--- config.mk ---
export PLATFORM = sky130hd
export DESIGN_NAME = sensor_curve_linearize_filter_unit
export DESIGN_NICKNAME = d
export VERILOG_FILES = /design/src/hw/rtl/sclf_pkg.sv /design/src/hw/rtl/sensor_curve_linearize_filter_unit.sv /design/src/hw/rtl/sclf_ram.sv /design/src/hw/rtl/sclf_div.sv
export SDC_FILE = /design/constraint.sdc
export NUM_CORES = 2
export LEC_CHECK = 0
export BUFFER_PORTS_ARGS = -buffer_cell sky130_fd_sc_hd__buf_2
export CORE_MARGIN = 2
export CORE_UTILIZATION = 43
export DETAILED_ROUTE_END_ITERATION = 7
export PLACE_DENSITY = 0.61
export SKIP_LAST_GASP = 1
export SLEW_MARGIN = 0
export SYNTH_ARGS = -nofsm -noshare
export SYNTH_HDL_FRONTEND = slang
export SYNTH_SLANG_ARGS = --single-unit
--- constraint.sdc ---
create_clock -name clock -period 16.8 [get_ports clock]
set_input_delay 0.84 -clock clock [delete_from_list [all_inputs] [get_ports clock]]
set_output_delay 0.84 -clock clock [all_outputs]
set_load 0.02 [all_outputs]
--- src/hw/rtl/sclf_pkg.sv ---
// shared types and constants of the sensor curve linearize filter
`default_nettype none

package sclf_pkg;

   // register indexes on the csr port
   localparam logic [2:0] REG_MIN_VALID  = 3'd0;
   localparam logic [2:0] REG_MAX_VALID  = 3'd1;
   localparam logic [2:0] REG_TIMEOUT    = 3'd2;
   localparam logic [2:0] REG_FALLBACK   = 3'd3;
   localparam logic [2:0] REG_SHIFT      = 3'd4;
   localparam logic [2:0] REG_POINTS     = 3'd5;

   // status codes
   localparam logic [1:0] STATUS_OK         = 2'd0;
   localparam logic [1:0] STATUS_RANGE      = 2'd1;
   localparam logic [1:0] STATUS_DESCENDING = 2'd2;

   // item kinds
   localparam logic KIND_SAMPLE = 1'b0;
   localparam logic KIND_LOAD   = 1'b1;

   localparam logic [7:0] BAD_COUNT_MAX = 8'hFF;
   localparam logic [3:0] SHIFT_MASK    = 4'hF;
   localparam logic [3:0] SHIFT_LIMIT   = 4'd8;
   localparam logic [4:0] ACC_HALF      = 5'd16;

   typedef enum logic [3:0] {
      ST_IDLE,
      ST_LAST,
      ST_LAST_D,
      ST_FIRST_D,
      ST_SRCH,
      ST_SRCH_D,
      ST_NEXT,
      ST_NEXT_D,
      ST_MUL,
      ST_DIV,
      ST_FIN
   } state_type;

endpackage

`default_nettype wire

--- src/hw/rtl/sensor_curve_linearize_filter_unit.sv ---
// top level: curve table lookup with interpolation, fault timeout and smoothing
// path from the accepting edge to rsp_valid: an out-of-range sample goes to the last
// step, a clamped sample first reads the last and first points, an interpolated one
// also walks the table down (a ram read and compare per point) and runs the divider
// throughput: one word at a time; a load word is written on acceptance, a sample word
// waits in its last step while the previous result is not taken
// reset: synchronous, registers take their reset values; curve table not cleared
`default_nettype none

module sensor_curve_linearize_filter_unit import sclf_pkg::*; #(
   parameter int MAX_POINTS = 16
) (
   input  wire logic        clock,
   input  wire logic        reset,
   input  wire logic        req_valid,
   output logic             req_ready,
   input  wire logic        req_kind,
   input  wire logic [15:0] req_raw_reading,
   input  wire logic [3:0]  req_point_slot,
   input  wire logic [15:0] req_point_x,
   input  wire logic [15:0] req_point_y,
   output logic             rsp_valid,
   input  wire logic        rsp_ready,
   output logic [15:0]      rsp_sensor_value,
   output logic [1:0]       rsp_status,
   output logic             rsp_error_active,
   input  wire logic        psel,
   input  wire logic        penable,
   input  wire logic        pwrite,
   input  wire logic [4:0]  paddr,
   input  wire logic [31:0] pwdata,
   output logic [31:0]      prdata,
   output logic             pready
);

   localparam int AW = $clog2(MAX_POINTS);

   // configuration registers
   logic [15:0] min_valid_ff, max_valid_ff, fallback_ff;
   logic [7:0]  timeout_ff;
   logic [3:0]  shift_ff;
   logic [4:0]  points_ff;
   logic        csr_wr;
   logic [2:0]  csr_idx;

   assign pready = 1'b1;
   assign csr_wr = psel & penable & pwrite;
   assign csr_idx = paddr[4:2];

   always_ff @(posedge clock) begin
      if (reset) begin
         min_valid_ff <= 16'd0;
         max_valid_ff <= 16'hFFFF;
         timeout_ff   <= 8'd0;
         fallback_ff  <= 16'd0;
         shift_ff     <= 4'd4;
         points_ff    <= 5'd2;
      end else if (csr_wr) begin
         case (csr_idx)
            REG_MIN_VALID: min_valid_ff <= pwdata[15:0];
            REG_MAX_VALID: max_valid_ff <= pwdata[15:0];
            REG_TIMEOUT:   timeout_ff   <= pwdata[7:0];
            REG_FALLBACK:  fallback_ff  <= pwdata[15:0];
            REG_SHIFT:     shift_ff     <= pwdata[3:0];
            REG_POINTS:    points_ff    <= pwdata[4:0];
            default: ;
         endcase
      end
   end

   // register read back
   always_comb begin
      case (csr_idx)
         REG_MIN_VALID: prdata = {16'd0, min_valid_ff};
         REG_MAX_VALID: prdata = {16'd0, max_valid_ff};
         REG_TIMEOUT:   prdata = {24'd0, timeout_ff};
         REG_FALLBACK:  prdata = {16'd0, fallback_ff};
         REG_SHIFT:     prdata = {28'd0, shift_ff};
         REG_POINTS:    prdata = {27'd0, points_ff};
         default:       prdata = 32'd0;
      endcase
   end

   // points in use, clamped to the table
   logic [4:0] n_pts;
   always_comb begin
      if (points_ff < 5'd2) begin
         n_pts = 5'd2;
      end else if (int'(points_ff) > MAX_POINTS) begin
         n_pts = 5'(MAX_POINTS);
      end else begin
         n_pts = points_ff;
      end
   end

   // sequencer and datapath state
   state_type   state_ff, state_in;
   logic [15:0] reading_ff;
   logic [15:0] xl_ff, yl_ff, x0_ff;
   logic [AW-1:0] idx_ff;
   logic [15:0] x1_ff, y1_ff, dx_ff;
   logic        up_ff;
   logic [31:0] prod_ff;
   logic [15:0] mapped_ff;
   logic        in_range_ff;
   logic [31:0] acc_ff;
   logic [15:0] held_ff;
   logic [7:0]  bad_ff;
   logic        err_ff;
   logic        cold_ff;
   logic        rsp_valid_ff;
   logic [15:0] rsp_value_ff;
   logic [1:0]  rsp_status_ff;
   logic        rsp_err_ff;

   logic        accept;
   logic        slot_free;
   logic        in_range;
   logic        slot_ok;
   logic [AW-1:0] rd_addr;
   logic [31:0] rd_data;
   logic [15:0] rd_x, rd_y;
   logic        div_start;
   logic        div_done;
   logic [15:0] div_q;

   assign accept    = req_valid & req_ready;
   assign slot_free = ~rsp_valid_ff | rsp_ready;
   assign in_range  = ~(req_raw_reading < min_valid_ff || req_raw_reading > max_valid_ff);
   assign slot_ok   = int'(req_point_slot) < MAX_POINTS;
   assign rd_x      = rd_data[31:16];
   assign rd_y      = rd_data[15:0];

   sclf_ram #(.WIDTH(32), .DEPTH(MAX_POINTS)) u_curve (
      .clock   (clock),
      .wr_en   (accept & (req_kind == KIND_LOAD) & slot_ok),
      .wr_addr (AW'(req_point_slot)),
      .wr_data ({req_point_x, req_point_y}),
      .rd_addr (rd_addr),
      .rd_data (rd_data)
   );

   sclf_div u_div (
      .clock    (clock),
      .reset    (reset),
      .start    (div_start),
      .dividend (prod_ff),
      .divisor  (dx_ff),
      .done     (div_done),
      .quotient (div_q)
   );

   // next state
   always_comb begin
      state_in = state_ff;
      case (state_ff)
         ST_IDLE: begin
            if (accept && req_kind == KIND_SAMPLE) begin
               state_in = in_range ? ST_LAST : ST_FIN;
            end
         end
         ST_LAST:    state_in = ST_LAST_D;
         ST_LAST_D:  state_in = ST_FIRST_D;
         ST_FIRST_D: begin
            if (reading_ff >= xl_ff || reading_ff <= rd_x) begin
               state_in = ST_FIN;
            end else begin
               state_in = ST_SRCH;
            end
         end
         ST_SRCH:    state_in = ST_SRCH_D;
         ST_SRCH_D:  state_in = (reading_ff > rd_x || idx_ff == '0) ? ST_NEXT : ST_SRCH;
         ST_NEXT:    state_in = ST_NEXT_D;
         ST_NEXT_D:  state_in = (rd_x <= x1_ff || rd_y == y1_ff) ? ST_FIN : ST_MUL;
         ST_MUL:     state_in = ST_DIV;
         ST_DIV:     state_in = div_done ? ST_FIN : ST_DIV;
         ST_FIN:     state_in = slot_free ? ST_IDLE : ST_FIN;
         default:    state_in = ST_IDLE;
      endcase
   end

   // sequencer outputs
   always_comb begin
      req_ready = 1'b0;
      div_start = 1'b0;
      rd_addr   = '0;
      case (state_ff)
         ST_IDLE:  req_ready = 1'b1;
         ST_LAST:  rd_addr = AW'(n_pts - 5'd1);
         ST_LAST_D: rd_addr = '0;
         ST_SRCH:  rd_addr = idx_ff;
         ST_NEXT:  rd_addr = AW'(idx_ff + 1'b1);
         ST_MUL:   div_start = 1'b1;
         default: ;
      endcase
   end

   // smoothing update of the accumulator
   logic [3:0]  k_eff;
   logic [31:0] acc_smooth;
   always_comb begin
      k_eff = shift_ff & SHIFT_MASK;
      if (k_eff > SHIFT_LIMIT) begin
         k_eff = SHIFT_LIMIT;
      end
      acc_smooth = acc_ff - (acc_ff >> k_eff)
                 + ({16'd0, mapped_ff} << (ACC_HALF - {1'b0, k_eff}));
   end

   logic [7:0] bad_inc;
   assign bad_inc = (bad_ff < BAD_COUNT_MAX) ? bad_ff + 8'd1 : bad_ff;

   // control registers
   always_ff @(posedge clock) begin
      if (reset) begin
         state_ff     <= ST_IDLE;
         rsp_valid_ff <= 1'b0;
         acc_ff       <= '0;
         held_ff      <= '0;
         bad_ff       <= '0;
         err_ff       <= 1'b0;
         cold_ff      <= 1'b1;
      end else begin
         state_ff <= state_in;
         rsp_valid_ff <= (state_ff == ST_FIN && slot_free) | (rsp_valid_ff & ~rsp_ready);
         if (state_ff == ST_FIN && slot_free) begin
            if (!in_range_ff) begin
               bad_ff <= bad_inc;
               if (bad_inc > timeout_ff) begin
                  err_ff  <= 1'b1;
                  held_ff <= fallback_ff;
               end
            end else begin
               bad_ff <= '0;
               if (err_ff || cold_ff) begin
                  err_ff  <= 1'b0;
                  cold_ff <= 1'b0;
                  held_ff <= mapped_ff;
                  acc_ff  <= {mapped_ff, 16'd0};
               end else begin
                  acc_ff  <= acc_smooth;
                  held_ff <= acc_smooth[31:16];
               end
            end
         end
      end
   end

   // result word, formed from the values being committed
   always_ff @(posedge clock) begin
      if (state_ff == ST_FIN && slot_free) begin
         if (!in_range_ff) begin
            rsp_status_ff <= STATUS_RANGE;
            rsp_value_ff  <= (bad_inc > timeout_ff) ? fallback_ff : held_ff;
            rsp_err_ff    <= (bad_inc > timeout_ff) | err_ff;
         end else begin
            rsp_status_ff <= (x0_ff > xl_ff) ? STATUS_DESCENDING : STATUS_OK;
            rsp_value_ff  <= (err_ff || cold_ff) ? mapped_ff : acc_smooth[31:16];
            rsp_err_ff    <= 1'b0;
         end
      end
   end

   // table walk and interpolation datapath
   always_ff @(posedge clock) begin
      case (state_ff)
         ST_IDLE: begin
            reading_ff  <= req_raw_reading;
            in_range_ff <= in_range;
         end
         ST_LAST_D: begin
            xl_ff <= rd_x;
            yl_ff <= rd_y;
         end
         ST_FIRST_D: begin
            x0_ff  <= rd_x;
            idx_ff <= AW'(n_pts - 5'd2);
            if (reading_ff >= xl_ff) begin
               mapped_ff <= yl_ff;
            end else if (reading_ff <= rd_x) begin
               mapped_ff <= rd_y;
            end
         end
         ST_SRCH_D: begin
            if (reading_ff > rd_x || idx_ff == '0) begin
               x1_ff <= rd_x;
               y1_ff <= rd_y;
            end else begin
               idx_ff <= idx_ff - 1'b1;
            end
         end
         ST_NEXT_D: begin
            mapped_ff <= y1_ff;
            dx_ff     <= rd_x - x1_ff;
            up_ff     <= rd_y > y1_ff;
         end
         ST_MUL: ;
         ST_DIV: begin
            if (div_done) begin
               mapped_ff <= up_ff ? y1_ff + div_q : y1_ff - div_q;
            end
         end
         default: ;
      endcase
   end

   // product for the divider, registered ahead of the start
   always_ff @(posedge clock) begin
      if (state_ff == ST_NEXT_D) begin
         prod_ff <= 32'(((rd_y > y1_ff) ? rd_y - y1_ff : y1_ff - rd_y))
                  * 32'(reading_ff - x1_ff);
      end
   end

   assign rsp_valid        = rsp_valid_ff;
   assign rsp_sensor_value = rsp_value_ff;
   assign rsp_status       = rsp_status_ff;
   assign rsp_error_active = rsp_err_ff;

endmodule

`default_nettype wire

--- src/hw/rtl/sclf_ram.sv ---
// generic single write port ram with registered read
`default_nettype none

module sclf_ram #(
   parameter int WIDTH = 32,
   parameter int DEPTH = 16
) (
   input  wire logic                     clock,
   input  wire logic                     wr_en,
   input  wire logic [$clog2(DEPTH)-1:0] wr_addr,
   input  wire logic [WIDTH-1:0]         wr_data,
   input  wire logic [$clog2(DEPTH)-1:0] rd_addr,
   output logic      [WIDTH-1:0]         rd_data
);

   logic [WIDTH-1:0] mem_ff [DEPTH];

   // write and registered read
   always_ff @(posedge clock) begin
      if (wr_en) begin
         mem_ff[wr_addr] <= wr_data;
      end
      rd_data <= mem_ff[rd_addr];
   end

endmodule

`default_nettype wire

--- src/hw/rtl/sclf_div.sv ---
// restoring serial divider, one quotient bit per cycle
`default_nettype none

module sclf_div import sclf_pkg::*; (
   input  wire logic        clock,
   input  wire logic        reset,
   input  wire logic        start,
   input  wire logic [31:0] dividend,
   input  wire logic [15:0] divisor,
   output logic             done,
   output logic [15:0]      quotient
);

   logic [31:0] quo_ff;
   logic [15:0] rem_ff;
   logic [15:0] dsr_ff;
   logic [4:0]  cnt_ff;
   logic        run_ff;
   logic        done_ff;
   logic [16:0] trial;
   logic        fits;

   // trial subtract of the shifted remainder
   assign trial = {rem_ff, quo_ff[31]};
   assign fits  = trial >= {1'b0, dsr_ff};

   always_ff @(posedge clock) begin
      if (reset) begin
         run_ff  <= 1'b0;
         done_ff <= 1'b0;
         cnt_ff  <= '0;
      end else begin
         done_ff <= 1'b0;
         if (start) begin
            run_ff <= 1'b1;
            cnt_ff <= '0;
         end else if (run_ff) begin
            cnt_ff <= cnt_ff + 5'd1;
            if (cnt_ff == 5'd31) begin
               run_ff  <= 1'b0;
               done_ff <= 1'b1;
            end
         end
      end
   end

   // datapath, the remainder stays below the divisor when the divisor is nonzero
   always_ff @(posedge clock) begin
      if (start) begin
         quo_ff <= dividend;
         rem_ff <= '0;
         dsr_ff <= divisor;
      end else if (run_ff) begin
         quo_ff <= {quo_ff[30:0], fits};
         rem_ff <= fits ? 16'(trial - {1'b0, dsr_ff}) : trial[15:0];
      end
   end

   assign done     = done_ff;
   assign quotient = quo_ff[15:0];

endmodule

`default_nettype wire

# After elaboration in Yosys (flattened, before gate mapping)
# Memories as Yosys holds them, arrays and structs flattened. A register that Yosys moved wholly into a read port is not among the register bits.
# Index checks and enable logic that the tools add are counted.
[word_totals]
ff_bits = 384
mem_bits_rw = 512
in_bits = 97
out_inout_bits = 54
word_cells = 173
n_memories = 1
[op_classes]
add_sub_neg = 16
n_mul = 1
order_cmp = 14
n_eq_ne = 22
shift = 2
mux = 42
bitwise = 13
n_reduce_logical = 28
[memory_table]
columns = ["name", "depth", "width", "read_ports", "rd_clocked_by_memory_dff", "write_ports", "line", "rtl"]
rows = [
  ["u_curve.mem_ff", 16, 32, 1, 1, 1, "sclf_ram.sv:16", "logic [WIDTH-1:0] mem_ff [DEPTH];"],
]
[ops]
columns = ["operator", "count"]
rows = [
  ["two-way mux 16 bit", 8],
  ["two-way mux 32 bit", 4],
  ["case mux 16 bit (6 select lines)", 1],
  ["> comparator 16 bit", 4],
  ["subtractor 16 x 16 -> 17 bit", 3],
  ["case mux 16 bit (3 select lines)", 1],
  ["subtractor 16 bit", 3],
  ["case mux 4 bit (11 select lines)", 1],
  ["adder 32 bit", 1],
  ["less-or-equal comparator 16 bit", 2],
  ["multiplier 32 x 17 -> 32 bit", 1],
  ["two-way mux 4 bit", 8],
  ["left shift 16 x 5 -> 32 bit", 1],
  [">> shifter 32 x 4 -> 32 bit", 1],
  ["subtractor 32 bit", 1],
  ["AND reduction 2 bit", 9],
  ["greater-or-equal comparator 17 x 16 -> 1 bit", 1],
  ["adder 16 bit", 1],
  ["equality test 16 bit", 1],
  ["equality test 4 x 3 -> 1 bit (second input constant)", 4],
  ["greater-or-equal comparator 16 bit", 1],
  ["less-than comparator 16 bit", 1],
  ["two-way mux 8 bit", 2],
  ["equality test 4 bit (second input constant)", 3],
  ["36 further kinds", 75],
]

# Logic depth before layout (Yosys ltp)
[logic_depth]
word_depth = 7
ltp_mapped = 41
ltp_nobuf = 37

# Cells and area by module
# A second synthesis with hierarchy kept.
[hier_totals]
hier_cells = 4758
area_unflattened_um2 = 56686.9
[modules_own_cells]
columns = ["mod", "n_inst", "cells_each", "area_per_inst_um2", "seq_area_each_um2"]
rows = [
  ["sensor_curve_linearize_filter_unit", 1, 3561, 32884.0, 8117.8],
  ["sclf_ram", 1, 838, 19835.3, 16015.4],
  ["sclf_div", 1, 359, 3967.6, 1901.8],
]

# Worst setup path after synthesis
# No wires, ideal clock.
[synth_timing]
path_kind = "reg-to-reg"
start = "register y1_ff[8]"
end = "register prod_ff[31], data pin"
setup_ns = 0.259
arrival_ns = 8.491
required_time_ns = 16.541
setup_slack_ns = 8.050
stages_incl_launch_ff = 38
synth_period_minus_slack_ns = 8.750
cell_sequence = "edfxtp_1 inv_1 ha_1 buf_2 a21oi_1 o221ai_1 a21o_1 o21ai_0 a21o_1 buf_4 mux2i_1 a21oi_2 o22ai_1 a21oi_2 xor2_1 nor2_1 fa_1 inv_1 (+2 left out) fa_1 fa_1 fa_1 inv_1 fa_1 inv_1 ha_1 o21a_1 o21ai_0 nand2b_1 and4_1 o41ai_1 nand2_1 nor4_1 o211ai_1 a41oi_1 xnor3_1 xor2_1"
[synth_via]
elab_chain_len = 3
elab_cells_between_ends = 5
cone_classes = "2 x add/sub; 1 x mul; 1 x order compare; 1 x mux"
[synth_lines]
columns = ["item", "line", "rtl"]
rows = [
  ["start, declared", "sensor_curve_linearize_filter_unit.sv:101", "logic [15:0] x1_ff, y1_ff, dx_ff;"],
  ["start signal, assigned", "sensor_curve_linearize_filter_unit.sv:287", "y1_ff <= rd_y;"],
  ["subtractor 16 x 16 -> 17 bit or > comparator 16 bit (tied branches)", "sensor_curve_linearize_filter_unit.sv:310", "prod_ff <= 32'(((rd_y > y1_ff) ? rd_y - y1_ff : y1_ff - rd_y))"],
  ["two-way mux 32 bit *", "sensor_curve_linearize_filter_unit.sv:310", ""],
  ["multiplier 32 x 17 -> 32 bit *", "sensor_curve_linearize_filter_unit.sv:311", "* 32'(reading_ff - x1_ff);"],
  ["end signal, assigned", "sensor_curve_linearize_filter_unit.sv:310", ""],
  ["end, declared", "sensor_curve_linearize_filter_unit.sv:103", "logic [31:0] prod_ff;"],
]
# Every way passes the cells marked *; elsewhere a longest branch is shown, timed or not.
# A chain may end at the register's enable or synchronous reset.

# Final worst setup path
[layout_timing]
start = "register y1_ff[0]"
end = "register prod_ff[31], data pin"
# Same word-level chain as after synthesis.

==> flow_metrics.tcl <==
set metrics [dict create \
    final_common_cell "edfxtp_1" \
    initial_core_util_pct 43.4 \
    synthesis.area_um2 57200 \
    grt_pass1_wl_um 227000 \
    ant_nets 0 \
    vias 39504 \
    period_minus_slack_ns 10.83 \
    final_cell_mix "745 x edfxtp_1, 703 x nand2_1, 505 x inv_1" \
    antenna_found_initial 25 \
    cts.path.max_buffers 3 \
    ys_seq_area_share_pct 45.5 \
    synth_cells 5359 \
    synth_edf_count 745 \
    routed_wl_um 148000 \
    yosysWarnings 0 \
    cts_sinks 928 \
    die-height_um 369 \
    worstPathRequired_ns 17.29 \
    gp_congestion 0.916 \
    synth.avg_cell_area_um2 10.7 \
    fin_tns_setup_ns 0 \
    grt_usage_pct 21.6 \
    path_max_fanout 18 \
    r2r_slack_ns 5.97 \
    clk_pin_slew_worst_paths_ns 0.06 \
    tightest_slew_ns 1.32 \
    die_w_um 369 \
    grt_pass1_vias 38434 \
    first_pass_iters 6 \
    setup_viol 0 \
    synth_ff_type "edfxtp_1" \
    wire_per_inst_um 20.5 \
    drive_above_1_share_pct 7.98 \
    critical_path_class "reg -> reg" \
    viasPerCell 5.45 \
    htreeDepth 3 \
    pin_count 151 \
    worstHoldPathType "in -> reg" \
    cts_buffers 98 \
    finalHoldViolations 0 \
    status "finished, final reports clean" \
    place_hpwl_um 102000 \
    gr-total-overflow 0 \
    cp-end-kind "register" \
    ctsResizeCount 0 \
    portBuffers 115 \
    postCtsHoldBufs 0 \
    areaGrowthSynthToFinish_pct 10.2 \
    min_to "max_valid_ff[11]$_SDFFE_PP1P_" \
    critPathSlowestCell "ha_1" \
    clockRootBuffer "clkbuf_16" \
    clkLatencyLatePin_ns 0.74 \
    n_fill_cell 11999 \
    rsz0062_at_grt "no" \
    finalCritPeriodShare_pct 64.5 \
    crit_start "y1_ff[0]$_DFFE_PP_" \
    r2r.worst_path.cells 34 \
    cts_setup_buffers 0 \
    fmax_mhz 92.3 \
    rows 133 \
    r2r-start "y1_ff[0]$_DFFE_PP_" \
    min_path_cells 2 \
    start_kind "register" \
    r2r_end "prod_ff[31]$_DFFE_PN_" \
    nets 6128 \
    drtIter0Drc 3173 \
    drv_slew 0 \
    ys_ff_latch 928 \
    slew_headroom_pct 11.3 \
    cap_violations 0 \
    min-delay-start "pwdata[11]" \
    fin_skew_ns 0.0472 \
    grt_start_max_net_pins 213 \
    route.detailed.drc 0 \
    core-area_um2 132000 \
    cts_tree "yes" \
    die_area_um2 136000 \
    critPathMaxStageDelay_ns 0.78 \
    yosysUniqueCellTypes 86 \
    synthArstFlopShare_pct 0 \
    critical_path_arrival_ns 11.32 \
]
## worst max-delay path by stage
stage,end,slack (ns),cells past startpoint
finish,prod_ff[31]$_DFFE_PN_,5.97,34
global route,prod_ff[31]$_DFFE_PN_,5.31,34
CTS,prod_ff[31]$_DFFE_PN_,6.01,34
detailed placement,prod_ff[31]$_DFFE_PN_,5.98,34
global placement,prod_ff[31]$_DFFE_PN_,6.13,34
floorplan,prod_ff[31]$_DFFE_PN_,8.05,37
## flip-flops by register name, indices dropped and copies added (netlist names), 8 cells and up
name              cells
held_ff              16
fallback_ff          16
max_valid_ff         16
prod_ff              32
min_valid_ff         16
bad_ff                8
u_div.rem_ff         16
mapped_ff            16
xl_ff                16
u_div.dsr_ff         16
x1_ff                16
yl_ff                16
x0_ff                16
u_curve.rd_data      32
reading_ff           16
rsp_sensor_value     16
u_div.quo_ff         32
y1_ff                16
dx_ff                16
timeout_ff            8
acc_ff               32
u_curve.mem_ff      512
## cells in the mapped netlist (12+ instances only)
library cell  count  area share (%)
o211ai_1         15            0.20
buf_4            21            0.28
a22o_1           12            0.18
buf_2            18            0.16
o21ai_0         163             1.4
a211o_1          22            0.34
mux2_2           13            0.26
nor2b_1          46            0.50
or2_2            21            0.23
o22ai_1          13            0.14
o21a_1           23            0.30
or3_1            17            0.19
inv_1           506             3.3
xor2_1           68             1.0
xnor2_1         107             1.6
nand4_1          33            0.36
nand3_1          34            0.30
ha_1            305             6.7
mux2i_1         191             3.3
o21bai_1         15            0.20
nor2_1          379             2.5
a31oi_1          82            0.90
a22oi_1          26            0.34
and3_1           18            0.20
a21oi_1         307             2.7
a211oi_1        173             2.3
dfxtp_1         183             6.4
clkbuf_1        204             1.3
nand2b_1         61            0.67
nand2_1         703             4.6
nor3_1           41            0.36
a311oi_1         66             1.0
a21o_1           83             1.1
and2_1          162             1.8
buf_1            20            0.13
edfxtp_1        745              39
fa_1            319              11
## area by class of cell
class                           instances  area (um2)  share of cell area, %
Antenna cell                            5        12.5                 0.0198
Clock buffer                          120        2570                   4.07
Multi-Input combinational cell       3676       28400                   45.1
Timing Repair Buffer                  193        1200                   1.91
Tap cell                             1755        2200                   3.48
Inverter                              510        1910                   3.04
Sequential cell                       928       26000                   41.3
Clock inverter                         62         687                   1.09
## cell families (layout without fill, tap and decap cells)
family / after synthesis / in the layout / share of synthesized area (%)
other cells: 2 / 26 / 0.0131
xor+xnor: 179 / 179 / 2.80
buf+inv: 774 / 885 / 5.28
fa+ha+maj: 624 / 624 / 17.8
compound gates: 1083 / 1083 / 12.4
simple gates: 1556 / 1556 / 12.2
flops: 928 / 928 / 45.5
mux: 213 / 213 / 3.95
## critical path: cells and delay by family, from the launching register on
family	cells	cell delay, ns
xor+xnor	2	0.59
buf+inv	6	0.34
fa+ha+maj	8	4.11
flops	1	0.41
simple gates	8	2.05
mux	1	0.57
compound gates	9	2.53
## through the flow
step | cells | area, um2 | util (%) | setup WS [ns] | hold slack [ns]
floorplan | 5378 | 57300 | - | 8.05 | 0.400
global placement | 7062 | 59800 | 45.4 | 6.13 | 0.403
detailed placement | 7062 | 59800 | 45.4 | 5.98 | 0.405
CTS | 7244 | 63000 | 47.8 | 6.01 | 0.298
global route | 7246 | 63000 | 47.8 | 5.31 | 0.311
finish | 7249 | 63100 | 47.8 | 5.97 | 0.348
## per-layer routing
metal  wire (um)  vias up  global-route usage [%]  share of wire (%)
met4        3610       22                    5.57                2.4
met5         142        -                       0              0.096
met3        8610      237                    3.97                5.8
met2       71300      994                    36.2                 48
met1       64600    19455                    28.9                 44
li1            -    18796                       -                  -
Power is not shown: default switching activity piles up to over one toggle a cycle in this logic, so the estimate is an artifact.
